--- src/design/hmdp_pkg.sv ---
// Shared types and constants for the HID mouse descriptor parser.
package hmdp_pkg;

  localparam logic [7:0] TAG_USAGE_PAGE = 8'h04;
  localparam logic [7:0] TAG_USAGE      = 8'h08;
  localparam logic [7:0] TAG_USAGE_MIN  = 8'h18;
  localparam logic [7:0] TAG_LOG_MIN    = 8'h14;
  localparam logic [7:0] TAG_LOG_MAX    = 8'h24;
  localparam logic [7:0] TAG_REP_SIZE   = 8'h74;
  localparam logic [7:0] TAG_REP_ID     = 8'h84;
  localparam logic [7:0] TAG_REP_COUNT  = 8'h94;
  localparam logic [7:0] TAG_INPUT      = 8'h80;
  localparam logic [7:0] PAGE_DESKTOP   = 8'h01;
  localparam logic [7:0] PAGE_BUTTON    = 8'h09;
  localparam logic [7:0] USAGE_X        = 8'h30;
  localparam logic [7:0] USAGE_Y        = 8'h31;
  localparam logic [7:0] USAGE_WHEEL    = 8'h38;

  localparam logic [1:0] KIND_BUTTONS = 2'd0;
  localparam logic [1:0] KIND_X       = 2'd1;
  localparam logic [1:0] KIND_Y       = 2'd2;
  localparam logic [1:0] KIND_WHEEL   = 2'd3;

  // controller to datapath
  typedef struct packed {
    logic take_byte;   // absorb in byte into item assembly
    logic scan_start;  // begin Input usage scan
    logic scan_step;   // process one pending usage
    logic scan_end;    // finish Input item
    logic emit_load;   // load output register with kind emit_kind
    logic [1:0] emit_kind;
    logic clear;       // return to reset state
  } ctl_t;

  // datapath to controller
  typedef struct packed {
    logic item_done;   // byte just taken completed an Input item
    logic scan_more;   // another usage to scan
  } sts_t;

endpackage

--- src/design/hmdp_ctrl.sv ---
// Controller: byte intake, Input usage scan sequencing and result emission.
module hmdp_ctrl
  import hmdp_pkg::*;
(
  input  logic clk,
  input  logic rst_n,
  input  logic in_tvalid,
  input  logic in_final,
  output logic in_tready,
  output logic out_tvalid,
  input  logic out_tready,
  input  sts_t sts,
  output ctl_t ctl
);
  typedef enum logic [4:0] {
    S_IDLE = 5'b00001, S_SCAN = 5'b00010, S_LOAD = 5'b00100,
    S_SEND = 5'b01000, S_CLR = 5'b10000
  } st_t;

  st_t st_r, st_nxt;
  logic fin_r, fin_nxt;
  logic [1:0] k_r, k_nxt;
  logic ov_r, ov_nxt;

  always_comb begin
    st_nxt = st_r; fin_nxt = fin_r; k_nxt = k_r; ov_nxt = ov_r;
    ctl = '0;
    ctl.emit_kind = k_r;
    in_tready = 1'b0;
    case (st_r)
      S_IDLE: begin
        in_tready = 1'b1;
        if (in_tvalid) begin
          ctl.take_byte = 1'b1;
          fin_nxt = in_final;
          k_nxt = KIND_BUTTONS;
          if (sts.item_done) begin
            ctl.scan_start = 1'b1; st_nxt = S_SCAN;
          end else if (in_final) st_nxt = S_LOAD;
        end
      end
      S_SCAN: begin
        if (sts.scan_more) ctl.scan_step = 1'b1;
        else begin
          ctl.scan_end = 1'b1;
          st_nxt = fin_r ? S_LOAD : S_IDLE;
        end
      end
      S_LOAD: begin
        ctl.emit_load = 1'b1; ov_nxt = 1'b1; st_nxt = S_SEND;
      end
      S_SEND: begin
        if (out_tready) begin
          ov_nxt = 1'b0;
          if (k_r == KIND_WHEEL) st_nxt = S_CLR;
          else begin k_nxt = k_r + 2'd1; st_nxt = S_LOAD; end
        end
      end
      S_CLR: begin
        ctl.clear = 1'b1; st_nxt = S_IDLE;
      end
      default: st_nxt = S_IDLE;
    endcase
    if (!rst_n) ctl.clear = 1'b1;
  end
  assign out_tvalid = ov_r;

  always_ff @(posedge clk) begin
    if (!rst_n) begin
      st_r <= S_IDLE; fin_r <= 1'b0; k_r <= '0; ov_r <= 1'b0;
    end else begin
      st_r <= st_nxt; fin_r <= fin_nxt; k_r <= k_nxt; ov_r <= ov_nxt;
    end
  end
endmodule
--- config.mk ---
export PLATFORM = sky130hd
export DESIGN_NAME = hmdp_ctrl
export DESIGN_NICKNAME = d
export VERILOG_FILES = /design/src/design/hmdp_pkg.sv /design/src/design/hmdp_ctrl.sv
export SDC_FILE = /design/constraint.sdc
export NUM_CORES = 1
export LEC_CHECK = 0
export BUFFER_PORTS_ARGS = -buffer_cell sky130_fd_sc_hd__buf_2
export CAP_MARGIN = 20
export CELL_PAD_IN_SITES_DETAIL_PLACEMENT = 0
export CELL_PAD_IN_SITES_GLOBAL_PLACEMENT = 1
export CORE_MARGIN = 2
export CORE_UTILIZATION = 36
export DETAILED_ROUTE_END_ITERATION = 16
export PLACE_DENSITY = 0.74
export SLEW_MARGIN = 20
export SYNTH_ARGS = -nofsm -noshare
export SYNTH_HDL_FRONTEND = slang
export SYNTH_SLANG_ARGS = --single-unit
--- constraint.sdc ---
create_clock -name clk -period 1.8 [get_ports clk]
set_clock_uncertainty 0.15 [all_clocks]
set_input_delay 0.09 -clock clk [delete_from_list [all_inputs] [get_ports clk]]
set_output_delay 0.09 -clock clk [all_outputs]
set_load 0.1 [all_outputs]
# Word-level counts from Yosys, hierarchy flattened
# Index checks and enable logic that the tools add are counted.
# W data, S select, Z words.
# totals
ff_bits	9
inputBits	7
output_inout_bits	10
# op_classes
add_sub_neg	1
eq_ne	11
n_mux	24
reduce_logical	6
# ops
cell	count
$mux W5	6
$pmux W5 S4	1
$mux W2	6
$mux W1	8
$ne A2 B2 Y1 const B	4
$reduce_and A4 Y1	2
$eq A5 B1 Y1 const B	1
$eq A5 B2 Y1 const B	1
$eq A5 B3 Y1 const B	1
$eq A5 B4 Y1 const B	1
$eq A5 B5 Y1 const B	1
$pmux W2 S2	1
$reduce_and A2 Y1	2
$reduce_bool A2 Y1	2
$mux W3	1
$ne A3 B3 Y1 const B	1
$add A2 B1 Y2 const B	1
$eq A2 B2 Y1 const B	1
$pmux W1 S2	1

# Depth between registers and ports, before layout
# Gate-level depths: netlist (run 1).
# depth
depth_word	4
ltp_mapped	5
depth_no_buf	5

# Worst setup path before layout (run 1)
# OpenSTA, ideal clock, no wires.
# synth_timing
kind	register to register
startpoint	reg st_r[3]
endpoint	reg st_r[2]
setup_ns	0.120
t_arrival_ns	2.052
slack_ns	-0.522
stages_incl_launch_ff	6
cell_sequence	dfxtp_1 buf_4 nand2b_1 nor4_4 a21oi_1 nor3b_1
# synth_between
elab_chain_len	3
# synth_lines
item	line	source
from (decl)	hmdp_ctrl.sv:20	st_t st_r, st_nxt;
from (signal assigned)	hmdp_ctrl.sv:72	st_r <= st_nxt; fin_r <= fin_nxt; k_r <= k_nxt; ov_r <= ov_nxt;
$eq A5 B1 Y1, or another cell as far along	hmdp_ctrl.sv:30	case (st_r)
$ne A3 B3 Y1 (no source line) or $ne A2 B2 Y1 (tied branches)	n/a	
$reduce_and A4 Y1 (no source line)	n/a	
# Parallel ways exist; a longest one is shown, timed or not.
# A chain may end at the register's enable or synchronous reset.

==> results.toml, run 1 <==
[power_and_ir_drop]
post-layout-total-power_w = 0.0007086
p_clk_share_pct = 21.7
p_int_w = 0.0004119
power_density_nw_per_um2 = 856.8
seqPwrFrac_pct = 33.7
p_switching_w = 0.0002968
peakVddDrop_mv = 0.4820
power.leakage_nw = 0.3315
comb_power_share_pct = 44.6
swShare_pct = 41.88

[logic_synthesis]
syn_avg_cell_area_um2 = 9.344
syn-cell-area_um2 = 579.3
synthCells = 62
ys_seq_area_share_pct = 31.10
synth_fp_nets = 70
yosys-top-cells-area = "dfxtp_1 (31%), a2111oi_4 (4.8%), nand2_1 (3.9%)"
synthDominantCellAreaShare_pct = 31.10
yosysTopAreaCell = "dfxtp_1"
ys_seq_elements = 9
synth.most_common_cell = "dfxtp_1"
async_reset_ff_share_pct = 0
synth_edf_count = 0
yosys.cell_types.count = 34
synth_commonest_cells = "dfxtp_1 (9), nand2_1 (6), nor2_1 (6), nand3_1 (4), o21ai_0 (4)"
synth_warnings = 0
yosys_most_used_dff = "dfxtp_1"

[sta]
maxSlewHeadroom_pct = 68.02
hold_viol_final = 0
fin_setup_tns_ns = 0
min_period_over_period_pct = 93.43
fin_crit_ns = 1.682
rsz0062_at_grt = "false"
finalSetupViolations = 0
max_freq_mhz = 594.6
slew_viol_final = 0
worst_slew_pin_slew_ns = 0.4830

[global_route]
gr-total-overflow = 0
grt_pass1_vias = 503
gr-usage-all-layers_pct = 15.94
antenna_found_initial = 0
grt_pass1_wl_um = 2159
grt_max_degree = 11

[drt]
first_iter_violations = 13
drcViolationCount = 0
drt-pass1-iter-count = 2
final_antenna_net_count = 0
via_per_inst = 5.643
dr_total_vias = 553
wl_um = 1374
drt-wirelength-per-cell_um = 14.02

[floorplan]
die-area_um2 = 1946
rows = 14
io_pins = 17
fp.dieH_um = 44.12
core_um2 = 1506
start_util_pct = 38.46
die_x_um = 44.12

[placed_design]
gp_congestion = 0.7733
dp_cells = 92
placed_cell_area_um2 = 777.0
place_hpwl_um = 1108
port_buffers = 16

[cells_and_area]
nNetsFinal = 91
post-route-cell-area_um2 = 827.0
final_cells = 98
num_antenna_cells = 0
final_core_util_pct = 54.90
final_layout_size_suffix_gt1_share_pct = 41.46
area_growth_pct = 42.76

[clock_network]
cts_setup_buffers = 0
root_buffer = "clkbuf_4"
clk_path_buf_depth = 2
cts_made_buffers = 3
cts_tree = "done"
clkSlewWorstSetupHoldPaths_ns = 0.06
cts_num_sinks = 9
htreeDepth = 1
insertion_delay_ns = 0.26

[hold_path]
min_path_cells = 3
hp-start = "out_tready"
min_to = "k_r[0]$_SDFFE_PN0P_"
hold_path_class = "in2reg"

[setup_path]
startpoint_type = "flop"
worstPathRequired_ns = 1.56
r2r_start = "st_r[3]$_SDFFE_PN0P_"
timing.reg2reg.setup_slack_ns = 0.20
path_class = "reg2out"
r2r_cells = 3
r2r_end = "st_r[4]$_SDFFE_PN0P_"
crit_path_end_kind = "primary output"
cp_slowest_stage_delay_ns = 0.43
crit_fanout = 10
crit_family = "simple AND/OR/NAND/NOR gates"
arrival_ns = 1.44
worstPathCellList = "nor3_4 > and3_2 > buf_12"
cp_num_buf_inv = 1
cpMaxStageDelayCell = "dfxtp_1"

[outcome]
status = "finished, final reports clean"

[run]
drv_cap = 0
-- metal layers --
| metal | routed length [um] | vias up | GRT usage [%] | share of wire (%) |
|---|---|---|---|---|
| li1 | - | 275 | - | - |
| met1 | 636 | 264 | 19.20 | 46 |
| met2 | 671 | 12 | 25.29 | 49 |
| met3 | 52 | 2 | 3.265 | 3.8 |
| met4 | 14 | 0 | 10.91 | 1.0 |
| met5 | 0 | - | 0 | 0 |
-- cell families (layout without fill, tap and decap cells) --
group / count (synthesis) / after routing / synth area share (%)
compound gates: 13 / 13 / 19.87
fa+ha+maj: 1 / 1 / 2.159
buf+inv: 5 / 25 / 4.103
flops: 9 / 9 / 31.10
mux: 2 / 2 / 3.456
simple gates: 32 / 32 / 39.31
-- stage by stage --
| step | hold WS, ns | setup WS, ns |
|---|---|---|
| 2_1_floorplan | 0.05779 | -0.4685 |
| 3_3_place_gp | 0.1938 | 0.2528 |
| 3_5_place_dp | 0.2002 | 0.2226 |
| 4_1_cts | 0.005129 | 0.01470 |
| 5_1_grt | 0.02566 | 0.02253 |
| 6_report | 0.01563 | 0.1182 |
-- worst max path at each step --
stage	startpoint	endpoint	depth (start not counted)
2_1_floorplan	st_r[3]$_SDFFE_PN0P_	st_r[2]$_SDFFE_PN0P_	5
3_3_place_gp	st_r[3]$_SDFFE_PN0P_	st_r[4]$_SDFFE_PN0P_	3
3_5_place_dp	st_r[3]$_SDFFE_PN0P_	st_r[4]$_SDFFE_PN0P_	3
4_1_cts	st_r[1]$_SDFFE_PN0P_	ctl[5]	4
5_1_grt	st_r[2]$_SDFFE_PN0P_	ctl[6]	3
6_report	st_r[2]$_SDFFE_PN0P_	ctl[6]	3
-- registers in the layout, indices dropped and copies added, names as in the netlist --
signal      flops
st_r            5
k_r             2
out_tvalid      1
fin_r           1
-- cell usage in the layout, fill, tap and decap left out, drive strengths merged, types with 2 or more instances in the layout --
| master | netlist | routed |
|---|---|---|
| dlygate4sd3 | 0 | 2 |
| nor2 | 6 | 6 |
| nand3 | 5 | 5 |
| and3b | 2 | 2 |
| nand2 | 6 | 6 |
| dfxtp | 9 | 9 |
| nor2b | 2 | 2 |
| o21ai | 5 | 5 |
| inv | 2 | 2 |
| buf | 2 | 16 |
| mux2i | 2 | 2 |
| nor4 | 2 | 2 |
| clkbuf | 0 | 4 |
| nor3b | 2 | 2 |
-- cell type report --
type                            instances  area [um^2]
Inverter                                3        12.51
Clock buffer                            4        26.28
Timing Repair Buffer                   18        192.7
Tap cell                               16        20.02
Multi-Input combinational cell         48        391.6
Fill cell                             131        679.4
Sequential cell                         9        183.9
-- power by group through the flow --
stage	Combinational [W]	Clock [W]	Sequential (W)
3_3_place_gp	0.000315	0	0.000242
2_1_floorplan	0.000220	0	0.000236
6_report	0.000316	0.000154	0.000239
3_5_place_dp	0.000313	0	0.000242
4_1_cts	0.000319	0.000164	0.000238
5_1_grt	0.000330	0.000172	0.000241
-- worst reg2reg max path, stage by stage, from the launching register on --
cell,delay [ns]
dfxtp_1,0.51
nor2b_1,0.37
nand3_4,0.16
a2111oi_4,0.32
-- what timing repair did --
item	CTS	global route
hold endpoints to repair	4	0
hold buffers	2	0
endpoints found under the setup margin	1	2
gates resized for setup	1	1
(Power assumes the default switching activity.)
==> inputs of run 2 (changes only) <==
Settings changed: CTS_BUF_LIST from default to sky130_fd_sc_hd__clkbuf_4 sky130_fd_sc_hd__clkbuf_8 sky130_fd_sc_hd__clkbuf_16, CTS_CLUSTER_DIAMETER from default to 100.
==> run 2 against run 1 <==
  * Count of clock-buffer cells in the layout unchanged
  * Worst hold slack got worse by 0.0016 ns
  * Highest routed layer unchanged
  * Critical path depth unchanged
  * Worst setup slack better by 0.0017 ns
  * Register-to-register slack about the same
  * Cell area increased by 0.45%
  * Sequential cell count unchanged
  * Utilization increased by 0.25 points
  * Total power is 2.3% higher
  * Combinational power barely moved
  * Sequential share of layout area down 0.10 points
  * Wire length decreased by 1.1%
==> results.toml, run 2 (synthesis gave the netlist of run 1 again) <==
[clock_network]
htreeDepth = 1
cts_num_sinks = 9
clk_path_buf_depth = 2
root_buffer = "clkbuf_4"
cts_made_buffers = 3
cts_setup_buffers = 0
cts_tree = "done"
insertion_delay_ns = 0.25
clkSlewWorstSetupHoldPaths_ns = 0.06

[hold_path]
min_path_cells = 3
hold_path_class = "in2reg"

[setup_path]
worstPathRequired_ns = 1.56
crit_fanout = 10
startpoint_type = "flop"
crit_path_end_kind = "primary output"
path_class = "reg2out"
arrival_ns = 1.44
r2r_cells = 3

[placed_design]
gp_congestion = 0.7733
placed_cell_area_um2 = 777.0
port_buffers = 16
place_hpwl_um = 1108

[drt]
first_iter_violations = 11
dr_total_vias = 551
via_per_inst = 5.622
drcViolationCount = 0
final_antenna_net_count = 0
drt-pass1-iter-count = 2
drt-wirelength-per-cell_um = 13.87
wl_um = 1359

[floorplan]
io_pins = 17
die_x_um = 44.12
rows = 14
fp.dieH_um = 44.12
core_um2 = 1506
die-area_um2 = 1946
start_util_pct = 38.46

[outcome]
status = "finished, final reports clean"

[run]
drv_cap = 0

[cells_and_area]
nNetsFinal = 91
final_common_cell = "buf_2"
largest-register = "st_r"
final_layout_size_suffix_gt1_share_pct = 42.68
area_growth_pct = 43.41
num_antenna_cells = 0
largest_reg_flops = 5
layout_common_cells = "buf_2 (9), nand2_1 (6), dfxtp_1 (6), buf_12 (6), nor2_1 (5)"
reg.largest.list = "st_r x5, k_r x2"
final_core_util_pct = 55.15
post-route-cell-area_um2 = 830.8

[sta]
worst_slew_pin_slew_ns = 0.4830
hold_viol_final = 0
finalSetupViolations = 0
maxSlewHeadroom_pct = 68.02
slew_viol_final = 0
max_freq_mhz = 595.2
rsz0062_at_grt = "false"
fin_crit_ns = 1.680
min_period_over_period_pct = 93.34

[global_route]
grt_pass1_vias = 496
grt_pass1_wl_um = 2139
gr-total-overflow = 0
gr-usage-all-layers_pct = 15.43
grt_max_degree = 11
antenna_found_initial = 0

[power_and_ir_drop]
power.leakage_nw = 0.3349
peakVddDrop_mv = 0.5178
power_density_nw_per_um2 = 872.2
post-layout-total-power_w = 0.0007246
run 2: per-layer routing:
metal | track usage (%) | up-vias | routed length (um)
li1 | - | 275 | -
met1 | 19.20 | 260 | 638
met2 | 25.29 | 14 | 645
met3 | 3.265 | 2 | 57
met4 | 7.273 | 0 | 17
met5 | 0 | - | 0
run 2: metrics by stage:
| step | TNS, ns | cells | worst slack (ns) | hold slack (ns) |
|---|---|---|---|---|
| 5_1_grt | 0 | 98 | 0.02748 | 0.02962 |
| 6_report | 0 | 98 | 0.1199 | 0.01400 |
| 4_1_cts | 0 | 98 | 0.02032 | 0.009322 |
| 3_3_place_gp | 0 | 92 | 0.2528 | 0.1938 |
| 3_5_place_dp | 0 | 92 | 0.2226 | 0.2002 |
| 2_1_floorplan | -1.194 | 62 | -0.4685 | 0.05779 |
run 2: worst max-delay path, stage by stage, from the launching register on:
cell and delay, ns:
dfxtp_1 0.43, nor3_4 0.29, and3_2 0.28, buf_12 0.18
run 2: worst paths after layout:
kind | from | end | slack [ns]
max | st_r[2]$_SDFFE_PN0P_ | ctl[6] | 0.12
min | out_tready | k_r[0]$_SDFFE_PN0P_ | 0.01
max reg2reg | st_r[3]$_SDFFE_PN0P_ | st_r[4]$_SDFFE_PN0P_ | 0.20
min reg2reg | k_r[0]$_SDFFE_PN0P_ | k_r[0]$_SDFFE_PN0P_ | 0.31
run 2: final cells by class:
cell class | count | area, um^2
Inverter | 3 | 12.51
Clock buffer | 4 | 30.03
Multi-Input combinational cell | 48 | 391.6
Sequential cell | 9 | 183.9
Timing Repair Buffer | 18 | 192.7
Fill cell | 133 | 675.6
Tap cell | 16 | 20.02
run 2: report_power, final:
group	total (W)	internal [W]	switching (W)
registers	0.000239	0.000212	0.0000274
clock network	0.000169	0.000100	0.0000691
logic	0.000316	0.000115	0.000201
total	0.000725	0.000427	0.000298
run 2: what timing repair did:
| item | CTS | global route |
|---|---|---|
| resized for setup | 1 | 1 |
| hold endpoints to repair | 4 | 0 |
| hold buffers | 2 | 0 |
| setup endpoints to repair | 1 | 2 |
