[src/design/hmdp_pkg.sv]
// Shared types and constants for the HID mouse descriptor parser.
package hmdp_pkg;

  localparam logic [7:0] TAG_USAGE_PAGE = 8'h04;
  localparam logic [7:0] TAG_USAGE      = 8'h08;
  localparam logic [7:0] TAG_USAGE_MIN  = 8'h18;
  localparam logic [7:0] TAG_LOG_MIN    = 8'h14;
  localparam logic [7:0] TAG_LOG_MAX    = 8'h24;
  localparam logic [7:0] TAG_REP_SIZE   = 8'h74;
  localparam logic [7:0] TAG_REP_ID     = 8'h84;
  localparam logic [7:0] TAG_REP_COUNT  = 8'h94;
  localparam logic [7:0] TAG_INPUT      = 8'h80;
  localparam logic [7:0] PAGE_DESKTOP   = 8'h01;
  localparam logic [7:0] PAGE_BUTTON    = 8'h09;
  localparam logic [7:0] USAGE_X        = 8'h30;
  localparam logic [7:0] USAGE_Y        = 8'h31;
  localparam logic [7:0] USAGE_WHEEL    = 8'h38;

  localparam logic [1:0] KIND_BUTTONS = 2'd0;
  localparam logic [1:0] KIND_X       = 2'd1;
  localparam logic [1:0] KIND_Y       = 2'd2;
  localparam logic [1:0] KIND_WHEEL   = 2'd3;

  // controller to datapath
  typedef struct packed {
    logic take_byte;   // absorb in byte into item assembly
    logic scan_start;  // begin Input usage scan
    logic scan_step;   // process one pending usage
    logic scan_end;    // finish Input item
    logic emit_load;   // load output register with kind emit_kind
    logic [1:0] emit_kind;
    logic clear;       // return to reset state
  } ctl_t;

  // datapath to controller
  typedef struct packed {
    logic item_done;   // byte just taken completed an Input item
    logic scan_more;   // another usage to scan
  } sts_t;

endpackage

[src/design/hmdp_datapath.sv]
// Datapath: item assembly, global state, usage list, layout table, result word.
module hmdp_datapath
  import hmdp_pkg::*;
#(
  parameter int MAX_PENDING_USAGES = 16
) (
  input  logic        clk,
  input  logic [7:0]  byte_i,
  input  ctl_t        ctl,
  output sts_t        sts,
  output logic [124:0] res_o
);
  localparam int PW = $clog2(MAX_PENDING_USAGES + 1);
  localparam int IW = (MAX_PENDING_USAGES > 1) ? $clog2(MAX_PENDING_USAGES) : 1;

  logic [2:0]  left_r, size_r;
  logic [7:0]  tag_r;
  logic [31:0] val_r;
  logic [7:0]  page_r, fsize_r, fcount_r, rid_r;
  logic [31:0] gmin_r, gmax_r;
  logic [15:0] bitpos_r;
  logic [7:0]  plist_r [MAX_PENDING_USAGES];
  logic [PW-1:0] ptot_r;
  logic [3:0]  found_r;
  logic [15:0] loff_r [4];
  logic [15:0] lwid_r [4];
  logic [31:0] lmin_r [4];
  logic [31:0] lmax_r [4];
  logic [1:0]  lfl_r [4];
  logic [31:0] in_data_r;
  logic [7:0]  sidx_r;
  logic [15:0] soff_r;
  logic [15:0] prod_r;
  logic [124:0] res_r;

  // item assembly
  logic [2:0]  sz;
  logic [31:0] val_new, v;
  logic        done;
  logic [7:0]  tag_c;
  logic [2:0]  size_c;
  always_comb begin
    sz = (byte_i[1:0] == 2'd3) ? 3'd4 : {1'b0, byte_i[1:0]};
    val_new = val_r;
    tag_c = tag_r;
    size_c = size_r;
    done = 1'b0;
    if (left_r == 3'd0) begin
      tag_c = byte_i & 8'hFC;
      size_c = sz;
      val_new = '0;
      done = (sz == 3'd0);
    end else begin
      val_new = val_r | ({24'd0, byte_i} << (5'(size_r - left_r) * 5'd8 & 5'd24));
      done = (left_r == 3'd1);
    end
    v = val_new;
    if (size_c == 3'd1 && v[7]) v[31:8] = '1;
    if (size_c == 3'd2 && v[15]) v[31:16] = '1;
  end

  assign sts.item_done = ctl.take_byte && done && tag_c == TAG_INPUT;
  assign sts.scan_more = sidx_r < 8'(ptot_r) && sidx_r < fcount_r;

  logic [7:0] u;
  assign u = plist_r[sidx_r[IW-1:0]];
  logic [1:0] axfl;
  assign axfl = {in_data_r[2], gmin_r[31]};

  // result word: kind,present,off,wid,min,max,sgn,rel,rid,bytes,boot,last
  logic [124:0] res_c;
  logic boot;
  logic [16:0] rb;
  always_comb begin
    boot = !(found_r[1] && found_r[2]);
    rb = ({1'b0, bitpos_r} + 17'd7) >> 3;
    if (boot) begin
      if (ctl.emit_kind == KIND_BUTTONS)
        res_c = {1'b0, 1'b1, 14'd3, 8'd0, 1'b0, 1'b0, 32'd255, 32'd0,
                 16'd8, 16'd0, 1'b1, ctl.emit_kind};
      else
        res_c = {ctl.emit_kind == KIND_WHEEL, 1'b1, 14'd3, 8'd0, 1'b1, 1'b1,
                 32'd127, 32'hFFFF_FF81, 16'd8, {11'd0, ctl.emit_kind, 3'd0},
                 1'b1, ctl.emit_kind};
    end else begin
      res_c = {ctl.emit_kind == KIND_WHEEL, 1'b0, rb[13:0], rid_r,
               lfl_r[ctl.emit_kind][1], lfl_r[ctl.emit_kind][0],
               lmax_r[ctl.emit_kind], lmin_r[ctl.emit_kind],
               lwid_r[ctl.emit_kind], loff_r[ctl.emit_kind],
               found_r[ctl.emit_kind], ctl.emit_kind};
    end
  end

  always_ff @(posedge clk) begin
    if (ctl.clear) begin
      left_r <= '0; size_r <= '0; tag_r <= '0; val_r <= '0;
      page_r <= '0; gmin_r <= '0; gmax_r <= '0; fsize_r <= '0;
      fcount_r <= '0; rid_r <= '0; bitpos_r <= '0; ptot_r <= '0;
      found_r <= '0;
      for (int k = 0; k < 4; k++) begin
        loff_r[k] <= '0; lwid_r[k] <= '0; lmin_r[k] <= '0;
        lmax_r[k] <= '0; lfl_r[k] <= '0;
      end
    end else begin
      if (ctl.take_byte) begin
        tag_r <= tag_c; size_r <= size_c; val_r <= val_new;
        left_r <= (left_r == 3'd0) ? sz : left_r - 3'd1;
        if (done) begin
          case (tag_c)
            TAG_USAGE_PAGE: begin page_r <= v[7:0]; ptot_r <= '0; end
            TAG_USAGE: if (ptot_r < PW'(MAX_PENDING_USAGES)) begin
              plist_r[ptot_r[IW-1:0]] <= v[7:0]; ptot_r <= ptot_r + 1'b1;
            end
            TAG_USAGE_MIN: if (page_r == PAGE_BUTTON &&
                               ptot_r < PW'(MAX_PENDING_USAGES)) begin
              plist_r[ptot_r[IW-1:0]] <= 8'd1; ptot_r <= ptot_r + 1'b1;
            end
            TAG_LOG_MIN: gmin_r <= v;
            TAG_LOG_MAX: gmax_r <= v;
            TAG_REP_SIZE: fsize_r <= v[7:0];
            TAG_REP_COUNT: fcount_r <= v[7:0];
            TAG_REP_ID: begin rid_r <= v[7:0]; bitpos_r <= 16'd8; end
            TAG_INPUT: in_data_r <= v;
            default: ;
          endcase
        end
      end
      if (ctl.scan_start) begin
        sidx_r <= '0;
        soff_r <= bitpos_r;
        prod_r <= {8'd0, fsize_r} * {8'd0, fcount_r};
      end
      if (ctl.scan_step) begin
        sidx_r <= sidx_r + 8'd1;
        soff_r <= soff_r + {8'd0, fsize_r};
        if (page_r == PAGE_DESKTOP) begin
          if (u == USAGE_X && !found_r[1]) begin
            loff_r[1] <= soff_r; lwid_r[1] <= {8'd0, fsize_r}; lmin_r[1] <= gmin_r;
            lmax_r[1] <= gmax_r; lfl_r[1] <= axfl; found_r[1] <= 1'b1;
          end else if (u == USAGE_Y && !found_r[2]) begin
            loff_r[2] <= soff_r; lwid_r[2] <= {8'd0, fsize_r}; lmin_r[2] <= gmin_r;
            lmax_r[2] <= gmax_r; lfl_r[2] <= axfl; found_r[2] <= 1'b1;
          end else if (u == USAGE_WHEEL && !found_r[3]) begin
            loff_r[3] <= soff_r; lwid_r[3] <= {8'd0, fsize_r}; lmin_r[3] <= gmin_r;
            lmax_r[3] <= gmax_r; lfl_r[3] <= axfl; found_r[3] <= 1'b1;
          end
        end else if (page_r == PAGE_BUTTON && !found_r[0]) begin
          loff_r[0] <= bitpos_r; lwid_r[0] <= prod_r; lmin_r[0] <= gmin_r;
          lmax_r[0] <= gmax_r; lfl_r[0] <= 2'd0; found_r[0] <= 1'b1;
        end
      end
      if (ctl.scan_end) begin
        ptot_r <= '0;
        bitpos_r <= bitpos_r + prod_r;
      end
    end
    if (ctl.emit_load) res_r <= res_c;
  end

  assign res_o = res_r;
endmodule

[config.mk]
export PLATFORM = sky130hd
export DESIGN_NAME = hmdp_datapath
export DESIGN_NICKNAME = d
export VERILOG_FILES = /design/src/design/hmdp_pkg.sv /design/src/design/hmdp_datapath.sv
export SDC_FILE = /design/constraint.sdc
export NUM_CORES = 1
export LEC_CHECK = 0
export ABC_AREA = 1
export BUFFER_PORTS_ARGS = -buffer_cell sky130_fd_sc_hd__clkbuf_2
export CAP_MARGIN = 40
export CORE_MARGIN = 4
export CORE_UTILIZATION = 45
export CTS_CLUSTER_DIAMETER = 120
export DETAILED_ROUTE_END_ITERATION = 16
export PLACE_DENSITY = 0.69
export SLEW_MARGIN = 10
export SYNTH_ARGS = -nofsm -noshare
export SYNTH_HDL_FRONTEND = slang
export SYNTH_SLANG_ARGS = --single-unit
export TNS_END_PERCENT = 1
[constraint.sdc]
create_clock -name clk -period 5.34 [get_ports clk]
set_clock_uncertainty 0.1 [all_clocks]
set_input_delay 1.068 -clock clk [delete_from_list [all_inputs] [get_ports clk]]
set_output_delay 1.068 -clock clk [all_outputs]
set_load 0.01 [all_outputs]
# Word level (Yosys, flattened, before mapping)
# Memories as Yosys holds them, arrays and structs flattened. A register that Yosys moved wholly into a read port is not among the register bits.
# Index checks and enable logic that the tools add are counted.
[totals] regBits=335 ramBits=520 inputBits=17 output_inout_bits=127 wordCells=209 n_memories=6
[op_classes] add_sub_neg=7 mul=1 n_lt_le_gt_ge=4 eq_ne=21 shifts=1 n_mux=82 bitwise_logic=26 reduce_logical=39
[memory_table] name="lmax_r" words=4 width=32 read_ports=1 rd_ports_with_merged_regs=0 wr=4 line_no="hmdp_datapath.sv:28" source="logic [31:0] lmax_r [4];"
[memory_table] name="lmin_r" words=4 width=32 read_ports=1 rd_ports_with_merged_regs=0 wr=4 line_no="hmdp_datapath.sv:27" source="logic [31:0] lmin_r [4];"
[memory_table] name="plist_r" words=16 width=8 read_ports=1 rd_ports_with_merged_regs=1 wr=1 line_no="hmdp_datapath.sv:22" source="logic [7:0] plist_r [MAX_PENDING_USAGES];"
[memory_table] name="loff_r" words=4 width=16 read_ports=1 rd_ports_with_merged_regs=0 wr=4 line_no="hmdp_datapath.sv:25" source="logic [15:0] loff_r [4];"
[memory_table] name="lwid_r" words=4 width=16 read_ports=1 rd_ports_with_merged_regs=0 wr=4 line_no="hmdp_datapath.sv:26" source="logic [15:0] lwid_r [4];"
[memory_table] name="lfl_r" words=4 width=2 read_ports=1 rd_ports_with_merged_regs=0 wr=4 line_no="hmdp_datapath.sv:29" source="logic [1:0] lfl_r [4];"
[op_table] cell="$mux W32" n=9
[op_table] cell="$mux W125" n=2
[op_table] cell="$mux W16" n=15
[op_table] cell="$mux W1" n=39
[op_table] cell="$eq A8 B6 Y1 const B" n=4
[op_table] cell="$mux W8" n=4
[op_table] cell="$or A32 B32 Y32" n=1
[op_table] cell="$shl A8 B5 Y32" n=1
[op_table] cell="$reduce_and A3 Y1" n=9
[op_table] cell="$eq A8 B8 Y1 const B" n=3
[op_table] cell="$mux W24" n=1
[op_table] cell="$or A1 B1 Y1" n=21
[op_table] cell="$add A16 B3 Y17 const B" n=1
[op_table] cell="$add A16 B16 Y16" n=1
[op_table] cell="$add A16 B8 Y16" n=1
[op_table] cell="$eq A8 B4 Y1 const B" n=2
[op_table] cell="$eq A8 B5 Y1 const B" n=2
[op_table] cell="$mul A8 B8 Y16" n=1
[op_table] cell="$pmux W5 S3" n=1
[op_table] cell="$logic_and A1 B1 Y1" n=11
[op_table] cell="$mux W5" n=2
[op_table] cell="$reduce_and A5 Y1" n=2
[op_table] cell="$mux W3" n=3
[op_table] cell="$add A8 B1 Y8 const B" n=1
[op_table] cell="26 further kinds" n=44

# Longest topological paths before layout
[depth] word_depth=10 mapped_depth=18 ltp_nobuf=17

# Worst setup path after synthesis
# Ideal clock, no wire load.
[synth_path] path_kind="input to register" start="input ctl[0] in the netlist's numbering" end="memory lfl_r[1][0], enable pin" setup_ns=0.852 t_arrival_ns=3.402 slack_ns=0.986 path_stages=5 n_path_buf=3 path_cell_list="clkbuf_1 -> inv_1 -> clkbuf_1 -> buf_1 -> nand2_1"
[synth_lines] element="start: declaration" line_no="hmdp_datapath.sv:9" source="input ctl_t ctl,"
[synth_lines] element="end: declaration" line_no="hmdp_datapath.sv:29"

# Final worst setup path
[layout_path] start="register fsize_r[4]" end="register prod_r[12] (data pin)"
[layout_via] elab_chain_cells=1
[layout_rtl] element="start: declaration" line_no="hmdp_datapath.sv:19" source="logic [7:0] page_r, fsize_r, fcount_r, rid_r;"
[layout_rtl] element="start signal: assignment" line_no="hmdp_datapath.sv:120" source="TAG_REP_SIZE: fsize_r <= v[7:0];"
[layout_rtl] element="$mul A8 B8 Y16" line_no="hmdp_datapath.sv:131" source="prod_r <= {8'd0, fsize_r} * {8'd0, fcount_r};"
[layout_rtl] element="end signal: assignment" line_no="hmdp_datapath.sv:131"
[layout_rtl] element="end: declaration" line_no="hmdp_datapath.sv:33" source="logic [15:0] prod_r;"
# No other way between the ends.
# A chain may end at the register's enable or synchronous reset.

==> impl_metrics.toml <==
[critical_path]
cp.required_ps = 5620
cp.depth = 15
cpPeakStageDelay_ps = 600
crit_chain = "nand2_1 > fa_1 > fa_1 > inv_1 > fa_1 > inv_1 > fa_1 > inv_1 > ha_1 > a21oi_1 > inv_1 > a31oi_1 > o21ai_0 > a21oi_1 > xor2_1"
path_max_fanout = 11
crit_family = "adder cells"
critPathCaptureType = "flop"
reg2reg_depth = 15
critical_path_class = "flop to flop"
slowest_stage = "dfxtp_1"
cp.arrival_ps = 4710
crit_buf_inv = 4
cp-start-kind = "flop"

[timing]
slew_viol_final = 0
max_freq_mhz = 226
rsz0062_at_grt = "no"
fin_crit_ps = 4430
slew_headroom = 0.374
hold_ws_ps = 352
finalHoldViolations = 0
tns_ps = 0
fin_crit_sh = 0.830
worst_slew_pin_slew_ps = 934
finalSetupViolations = 0

[cts]
postCtsSetupRepairBufs = 0
postCtsResizedCells = 0
clkLatencyLatePin_ps = 650
cts-buffers-inserted = 87
clk_path_buf_depth = 3
path_clk_slew_ps = 60
htree_levels = 3
cts_tree = "built"
ctsHoldBuffers = 0
clockRootBuffer = "clkbuf_16"
clock_sinks = 828

[detailed_routing]
wire_per_inst_microns = 18.8
drc_errors = 0
viasPerCell = 5.34
drtIter0Drc = 2535
dr.pass1.iters = 6
vias = 26100
final_antenna_net_count = 0
routed_wirelength_microns = 91700

[synth]
synthArstFlopShare = 0
synth_area_sq_um = 37200
synth_nets = 3761
synth.distinct_cells = 51
ys_ff_latch = 828
synthFlopType = "edfxtp_1"
synth.area.top_cells = "edfxtp_1 53%, dfxtp_1 9.2%, nor2_1 6.0%"
synth_top_family_by_area = "simple AND/OR/NAND/NOR gates"
synthMuxAreaShare = 0.0222
synth_xor_area_frac = 0.00424
synthAdderAreaFrac = 0.0470
seq_area_frac_synth = 0.622
ys.warnings.count = 0
syn_avg_cell_area_sq_um = 10.3
netlist.area_leader.share = 0.530
synth-edff-count = 657
synthCells = 3627
yosys.area.top_type = "edfxtp_1"
yosys.area_share.simple = 0.151
synth_compound_area_frac = 0.0833

[run_status]
status = "finished, final reports clean"

[finish]
drive_above_1_share = 0.0981
final_core_util = 0.513
syn2layout_area_growth_pct = 12.9
fin_nets = 3864
design_area_sq_um = 42000

[floorplanning]
dieArea_sq_um = 87400
die_w_microns = 296
start_util = 0.454
rows = 105
fp.dieH_microns = 296
coreArea_sq_um = 82000
ioPinCount = 144

[global_routing]
grt_max_degree = 90
antenna_found_initial = 9
grt.overflow.total = 0
grt_pass1_vias = 24900
track_usage = 0.207
grt_pass1_wl_microns = 141000

[power]
power_density_nw_per_um2 = 341
p_leak_nw = 16.8
ir_drop_mv = 0.225
power_w = 0.0144

[place]
port_buffers = 143
routabilityCongestion = 0.902
placed_cell_area_sq_um = 39100
dp_hpwl_microns = 58600

[hold_path]
holdPathStages = 2
hold_class = "flop to flop"

[flow_run]
cap_violations = 0
[synth_stat cells, drive strengths merged, types with 11 or more instances]
cell    instances
nor3b          20
clkbuf        108
nand4          17
inv           494
nand3         154
a31oi          38
xor2           11
nand2         539
o22ai          36
edfxtp        657
a21oi         182
fa             38
nor3           29
mux2i          79
buf            71
a22oi          28
o221ai         30
ha             79
nor2          600
o21bai         25
o21ai         169
dfxtp         171
[cell usage in the layout, fill, tap and decap left out, types with 5 or more instances in the layout]
cell type,n
a21o_1,5
a21oi_1,181
a22oi_1,28
a31oi_1,38
buf_12,9
buf_4,38
bufinv_16,7
clkbuf_1,18
clkbuf_16,88
clkbuf_2,140
clkbuf_8,9
clkinv_1,11
clkinv_2,14
clkinv_4,5
clkinvlp_4,5
dfxtp_1,171
edfxtp_1,657
fa_1,38
ha_1,79
inv_1,483
inv_2,12
mux2i_1,79
nand2_1,531
nand2_4,5
nand3_1,149
nand3b_1,8
nand4_1,16
nor2_1,592
nor3_1,27
nor3b_1,20
o21ai_0,159
o21ai_1,7
o21bai_1,25
o221ai_1,30
o22ai_1,36
o32ai_1,6
xnor2_1,7
xor2_1,11
[routing by layer]
layer	vias to the layer above	share of wire	GRT usage
li1	12400	-	-
met1	12500	0.42	0.283
met2	1001	0.47	0.335
met3	153	0.087	0.0419
met4	10	0.026	0.0680
met5	-	0.00075	0
[through the flow]
stage          instances  worst slack [ps]
6_report            4877               908
5_1_grt             4875               606
3_5_place_dp        4711               872
2_1_floorplan       3627               986
4_1_cts             4874               875
3_3_place_gp        4706               907
[worst register-to-register path, stage by stage, from the launching register on]
cell,delay (ps)
dfxtp_1,600
nand2_1,150
fa_1,520
fa_1,540
inv_1,50
fa_1,470
inv_1,50
fa_1,470
inv_1,40
ha_1,330
a21oi_1,190
inv_1,60
a31oi_1,200
o21ai_0,160
a21oi_1,180
xor2_1,90
[power by group]
group          leakage, nW  total, W  internal (W)  switching, W
registers             7.91   0.00725       0.00716     0.0000928
logic                 7.50   0.00104      0.000284      0.000753
clock network         1.41   0.00606       0.00352       0.00254
total                 16.8    0.0144        0.0110       0.00339
[sequential cells by signal (all words and copies together), names as in the netlist, 16 cells and up, named ones only]
name,flops
lmin_r,125
soff_r,16
prod_r,16
gmax_r,32
res_o,125
bitpos_r,16
plist_r,128
gmin_r,32
loff_r,64
val_r,32
lmax_r,128
lwid_r,40
[area by class of cell]
cell class                      count  area, sq um
Antenna cell                        3         7.51
Clock buffer                      115         2390
Multi-Input combinational cell   2124        11500
Timing Repair Buffer              193         1250
Fill cell                        7164        39900
Inverter                          496         1860
Tap cell                         1070         1340
Clock inverter                     48          494
Sequential cell                   828        23200
[kinds of logic after synthesis]
kind of cell | after synthesis
buffers and inverters | 675
multiplexers | 82
AO/OA/AOI/OAI | 534
adder cells (fa/ha/maj) | 117
AND/OR/NAND/NOR | 1373
XOR/XNOR | 18
flip-flops | 828
[path summary, 6_finish.rpt]
check	start	endpoint	slack, ps
worst max-delay path	fsize_r[4]	prod_r[12]	910
worst max register to register	fsize_r[4]	prod_r[12]	910
worst min-delay path	rid_r[7]	rid_r[7]	350
worst min register to register	rid_r[7]	rid_r[7]	350
No activity file was read; power rests on OpenSTA's default activity.
